--- config.mk ---
export PLATFORM = sky130hd
export DESIGN_NAME = zncc_mul
export DESIGN_NICKNAME = d
export VERILOG_FILES = /design/src/rtl/zncc_template_match_defines.svh /design/src/rtl/zncc_pkg.sv /design/src/rtl/zncc_mul.sv
export SDC_FILE = /design/constraint.sdc
export NUM_CORES = 1
export LEC_CHECK = 0
export BUFFER_PORTS_ARGS = -buffer_cell sky130_fd_sc_hd__buf_4
export CAP_MARGIN = 10
export CORE_MARGIN = 1.5
export CORE_UTILIZATION = 45
export CTS_BUF_LIST = sky130_fd_sc_hd__clkbuf_16
export CTS_CLUSTER_SIZE = 8
export DETAILED_ROUTE_END_ITERATION = 10
export GPL_TIMING_DRIVEN = 1
export PLACE_DENSITY = 0.66
export SLEW_MARGIN = 20
export SYNTH_ARGS = -nofsm -noshare
export SYNTH_HDL_FRONTEND = slang
export SYNTH_SLANG_ARGS = --single-unit
--- constraint.sdc ---
create_clock -name clk -period 7.1 [get_ports clk]
set_clock_uncertainty 0.2 [all_clocks]
set_input_delay 0 -clock clk [delete_from_list [all_inputs] [get_ports clk]]
set_output_delay 0 -clock clk [all_outputs]
set_load 0.005 [all_outputs]
--- src/rtl/zncc_template_match_defines.svh ---
// Assertion macros used by the top RTL file of the template matcher.
// Each macro expects signals named clk and rst_n in the including module.
`ifndef ZNCC_TEMPLATE_MATCH_DEFINES_SVH
`define ZNCC_TEMPLATE_MATCH_DEFINES_SVH

// Consequent checked in the same cycle as the antecedent.
`define ZNCC_ASSERT_SAME(lbl, ante, cons, msg) \
  lbl: assert property (@(posedge clk) disable iff (!rst_n) (ante) |-> (cons)) \
    else $error(msg);

// Consequent checked in the cycle after the antecedent.
`define ZNCC_ASSERT_NEXT(lbl, ante, cons, msg) \
  lbl: assert property (@(posedge clk) disable iff (!rst_n) (ante) |=> (cons)) \
    else $error(msg);

`endif

--- src/rtl/zncc_pkg.sv ---
// ----------------------------------------------------------------------------
// zncc_pkg
// Shared types and constants of the template matcher.
// ----------------------------------------------------------------------------
package zncc_pkg;

  typedef enum logic [3:0] {
    S_LOAD,
    S_INIT,
    S_WAIT,
    S_ACC,
    S_DRAIN,
    S_VP,
    S_QBIT,
    S_NEXT,
    S_FINISH
  } zncc_state_t;

  typedef enum logic [3:0] {
    OP_NST2,
    OP_STST,
    OP_NSP2,
    OP_SPSP,
    OP_NSTP,
    OP_STSP,
    OP_D,
    OP_RHS,
    OP_CSQ,
    OP_LHS
  } zncc_op_t;

  localparam logic [1:0] CFG_IMAGE_W    = 2'd0;
  localparam logic [1:0] CFG_IMAGE_H    = 2'd1;
  localparam logic [1:0] CFG_TEMPLATE_W = 2'd2;
  localparam logic [1:0] CFG_TEMPLATE_H = 2'd3;

  localparam logic [14:0] SCORE_SAT = 15'h7fff;

endpackage

--- src/rtl/zncc_mul.sv ---
// ----------------------------------------------------------------------------
// zncc_mul
// Shift-and-add multiplier, one multiplier bit per cycle; it finishes as soon
// as the remaining multiplier bits are all zero.
// ----------------------------------------------------------------------------
module zncc_mul import zncc_pkg::*; #(
  parameter int A_W = 8,
  parameter int B_W = 8
) (
  input  logic               clk,
  input  logic               rst_n,
  input  logic               start,
  input  logic [A_W-1:0]     a,
  input  logic [B_W-1:0]     b,
  output logic               busy,
  output logic               done,
  output logic [A_W+B_W-1:0] p
);

  localparam int P_W = A_W + B_W;

  logic           busy_r, busy_nxt;
  logic           done_r, done_nxt;
  logic [P_W-1:0] a_r, a_nxt;
  logic [B_W-1:0] b_r, b_nxt;
  logic [P_W-1:0] p_r, p_nxt;

  always_comb begin
    busy_nxt = busy_r;
    done_nxt = 1'b0;
    a_nxt    = a_r;
    b_nxt    = b_r;
    p_nxt    = p_r;
    if (start) begin
      busy_nxt = 1'b1;
      a_nxt    = P_W'(a);
      b_nxt    = b;
      p_nxt    = '0;
    end else if (busy_r) begin
      if (b_r == '0) begin
        busy_nxt = 1'b0;
        done_nxt = 1'b1;
      end else begin
        if (b_r[0]) begin
          p_nxt = p_r + a_r;
        end
        a_nxt = a_r << 1;
        b_nxt = b_r >> 1;
      end
    end
  end

  always_ff @(posedge clk) begin
    if (!rst_n) begin
      busy_r <= 1'b0;
      done_r <= 1'b0;
    end else begin
      busy_r <= busy_nxt;
      done_r <= done_nxt;
    end
  end

  always_ff @(posedge clk) begin
    a_r <= a_nxt;
    b_r <= b_nxt;
    p_r <= p_nxt;
  end

  assign busy = busy_r;
  assign done = done_r;
  assign p    = p_r;

endmodule

# After elaboration in Yosys (flattened, before gate mapping)
# Index checks and enable logic that the tools add are counted.
# Widths: inputs -> output; s select.
[word_totals]
elab_cells = 27
out_inout_bits = 18
input_bits = 19
register_bits = 42
[op_classes]
n_bitwise = 3
addsub = 1
muxes = 10
n_eq_ne = 1
reduce_logical = 6
[ops]
columns = ["op", "count"]
rows = [
  ["$mux 8", 6],
  ["$add 16x16->16", 1],
  ["$logic_not 8->1", 1],
  ["$mux 1", 4],
  ["$reduce_and 2->1", 2],
  ["$not 1->1", 3],
  ["$reduce_and 3->1", 1],
  ["$reduce_or 3->1", 1],
  ["$ne 2x2->1 const B", 1],
  ["$reduce_bool 2->1", 1],
]

# Depth between registers and ports, before layout
[logic_depth]
ltp_word = 4
ltp_mapped = 8
depth_no_buf = 8

# Least setup slack after synthesis
# OpenSTA, ideal clock, no wires.
[synth_path]
path_kind = "reg2reg"
startpoint = "register a_r[0]"
endpoint = "register p_r[14], in the netlist p[14]"
required_ns = 6.838
synth_period_minus_slack_ns = 2.424
path_buffers = 0
path_stages_with_launch = 9
setup_ns = 0.062
path_slack_ns = 4.676
t_arrival_ns = 2.161
path_cell_list = "edfxtp_1 ha_1 fa_1 a21oi_1 o22ai_1 o21ai_0 o311ai_1 or4b_1 nand3_1"
[synth_via]
elab_chain_cells = 1
[synth_lines]
columns = ["element", "line", "text"]
rows = [
  ["start: declaration", "zncc_mul.sv:24", "logic [P_W-1:0] a_r, a_nxt;"],
  ["start signal: assignment", "zncc_mul.sv:64", "a_r <= a_nxt;"],
  ["$add 16x16->16", "zncc_mul.sv:45", "p_nxt = p_r + a_r;"],
  ["end signal: assignment", "zncc_mul.sv:66", "p_r <= p_nxt;"],
  ["end: declaration", "zncc_mul.sv:26", "logic [P_W-1:0] p_r, p_nxt;"],
]
# Every way passes these cells.
# A chain may end at the register's enable or synchronous reset.

# Final worst setup path
[layout_path]
startpoint = "register a_r[0]"
endpoint = "register p_r[12], in the netlist p[12]"
# Same word-level chain as after synthesis.

==> results.py <==
metrics = {
    "run_status": {
        "outcome": "complete, no violations",
    },
    "route": {
        "firstDrtPassIters": 4,
        "drc": 0,
        "vias": 1907,
        "routed_wl_um": 5046,
        "via_per_inst": 5.402,
        "drtIter0Drc": 92,
        "detail-route-antenna-nets": 0,
        "wl_per_cell_um": 14.29,
    },
    "yosys": {
        "synthTopCellsByArea": "dfxtp_1 22%, edfxtp_1 21%, ha_1 8.1%",
        "synth_cell_types": 44,
        "synth-simple-area-share_pct": 14.88,
        "synth_top_family_by_area": "compound AO/OA/AOI/OAI gates",
        "synth_compound_area_share_pct": 16.01,
        "yosysTopAreaCell": "dfxtp_1",
        "syn_area_um2": 2328,
        "synthCells": 235,
        "postSynthAreaPerCell_um2": 9.908,
        "ys_warn_count": 0,
        "synth_top_area_share_pct": 22.35,
        "synthArstFlopShare_pct": 0,
        "synth.area.mux_share_pct": 10.21,
        "synth_edf_count": 16,
        "syn_nets": 270,
        "synth-xor-area-share_pct": 3.761,
        "synth_ff_type": "dfxtp_1",
        "yosys.area_share.adder_pct": 8.920,
        "synth-seq-cells": 42,
        "synth-seq-area-share_pct": 42.99,
    },
    "timing": {
        "fin_crit_sh_pct": 36.70,
        "fmax_ghz": 0.3838,
        "finalMaxSlewViolations": 0,
        "layout_setup_ws_ns": 4.495,
        "hold_viol": 0,
        "slew-limit-headroom_pct": 45.88,
        "finalCriticalPeriod_ns": 2.605,
        "finalSetupViolCount": 0,
        "rsz0062_at_grt": "false",
        "tightest_slew_ns": 0.8118,
        "tns_ns": 0,
    },
    "global_route": {
        "gr-total-overflow": 0,
        "grt_max_degree": 48,
        "first_global_vias": 1913,
        "antenna_found_initial": 0,
        "grt_pass1_wl_um": 8638,
        "grt_usage_pct": 20.48,
    },
    "worst_setup_path": {
        "crit_path_max_fanout": 3,
        "worstRegToRegCells": 8,
        "required_ns": 7.11,
        "cp_num_buf_inv": 0,
        "cp-start-kind": "flip-flop",
        "cp_slowest_cell": "a311oi_1",
        "critical_path.max_stage_delay_ns": 0.48,
        "worstPathCellList": "ha_1, fa_1, a21oi_1, o22ai_1, a311oi_1, o21ai_0, xnor2_1, o21ai_0",
        "cp_top_family": "compound AO/OA/AOI/OAI gates",
        "critPathKind": "flip-flop to flip-flop",
        "worst_path_most_repeated_cell": "o21ai_0",
        "arrival_ns": 2.62,
        "cp_num_cells": 8,
        "end_kind": "flip-flop",
    },
    "hold_path": {
        "hold_path_class": "flip-flop to flip-flop",
        "worstHoldPathCells": 2,
    },
    "placed_design": {
        "io_buffers": 36,
        "place_area_um2": 2626,
        "hpwl_um": 3447,
        "dp_slack_ns": 4.507,
        "gp_congestion": 0.8693,
    },
    "cells_and_area": {
        "drive_gt1_share_pct": 21.68,
        "design_area_um2": 2943,
        "syn2layout_area_growth_pct": 26.38,
        "nets": 320,
        "n_fill_cell": 426,
        "diodes": 0,
    },
    "floorplan": {
        "rows": 25,
        "die_area_um2": 5615,
        "ioPinCount": 37,
        "core_um2": 4848,
        "die_h_um": 74.94,
        "start_util_pct": 48.03,
        "die_w_um": 74.94,
    },
    "pwr": {
        "ir_drop_mv": 0.1098,
        "powerDensity_nw_per_um2": 202.7,
        "p_leak_nw": 1.212,
    },
    "cts": {
        "clockRootBuffer": "clkbuf_16",
        "cts.reportedPaths.clkPinSlew_ns": 0.06,
        "clock_path_buffers": 2,
        "post_cts_resized": 0,
        "cts_tree": "built",
        "cts_max_level": 2,
        "clock_latency_ns": 0.28,
        "cts_buffers": 5,
        "cts_sinks": 42,
    },
    "run": {
        "maxCapViolCount": 0,
    },
}
-- final cells by class --
type                    instances  area, um2  area share [%]
clock buffers                   5      125.1           4.252
clock inverters                 3      11.26          0.3827
inverters                       5      18.77          0.6378
multi-input cells             177       1252           42.56
flip-flops and latches         42       1001           34.01
well taps                      67      83.83           2.849
repair buffers                 54      450.4           15.31
-- per-stage QoR --
stage	std cells	util (%)	hold WS, ns	total power, mW
finish	353	60.70	0.2770	0.5966
global route	353	60.70	0.3050	0.6235
CTS	353	60.70	0.2813	0.6016
detailed placement	327	54.17	0.02148	0.3785
global placement	327	54.17	0.02007	0.3771
floorplan	235	-	-0.07829	0.3478
-- layer usage --
layer / GRT usage (%) / wire (um) / vias to the layer above
met5: 0 / 0 / -
met4: 7.071 / 90 / 0
met3: 4.284 / 197 / 7
met2: 33.92 / 2362 / 52
met1: 26.63 / 2396 / 890
li1: - / - / 958
-- timing repair --
item | CTS | global route
hold buffers | 18 | 0
hold endpoints to repair | 33 | 0
buffers inserted | 0 | 0
-- state kept, by name (all words and copies together) (netlist names) --
name,count
done,1
b_r,8
busy,1
a_r,16
p,16
-- where the power goes --
group	switching (mW)	leakage, nW	internal, mW
Sequential	0.0122	0.374	0.269
Combinational	0.0494	0.772	0.0506
Clock	0.0888	0.0663	0.127
-- worst paths after layout --
check,from,to,slack [ns]
max,a_r[0]$_SDFFCE_PN0P_,p[12]$_SDFFE_PP0P_,4.49
min,p[0]$_SDFFE_PP0P_,p[0]$_SDFFE_PP0P_,0.28
max reg2reg,a_r[0]$_SDFFCE_PN0P_,p[12]$_SDFFE_PP0P_,4.49
min reg2reg,p[0]$_SDFFE_PP0P_,p[0]$_SDFFE_PP0P_,0.28
-- worst min-delay path: stages, from the launching register on --
cell and delay (ns):
dfxtp_1 0.32, nand2_1 0.06, a21oi_1 0.05
-- cells by family (layout without fill, tap and decap cells) --
logic type,count (synthesis),count (layout)
buffers and inverters,16,67
AO/OA/AOI/OAI,56,56
AND/OR/NAND/NOR,73,73
flip-flops,42,42
multiplexers,22,22
XOR/XNOR,10,10
adder cells (fa/ha/maj),16,16
-- layout by cell type (no fill, tap or decap), drive strengths merged, types with 3 or more instances in the layout --
cell type and n:
buf 36, nand2 28, dfxtp 26, a21oi 23
dlygate4sd3 18, nor2 16, edfxtp 16, ha 15
mux2 14, xnor2 10, o21ai 10, mux2i 8
nand3 7, inv 5, clkbuf 5, a211oi 5
and2 4, a21o 4, nand4 3, nor3 3
o21bai 3, clkinv 3
-- synthesized netlist by cell type, types with 4 or more instances --
master,n
clkbuf_1,6
and2_1,4
ha_1,15
nand3_1,7
xnor2_1,10
mux2i_1,8
nor2_1,16
o21ai_0,9
nand2_1,28
inv_1,5
edfxtp_1,16
a21oi_1,21
dfxtp_1,26
mux2_2,14
(Power assumes the default switching activity.)
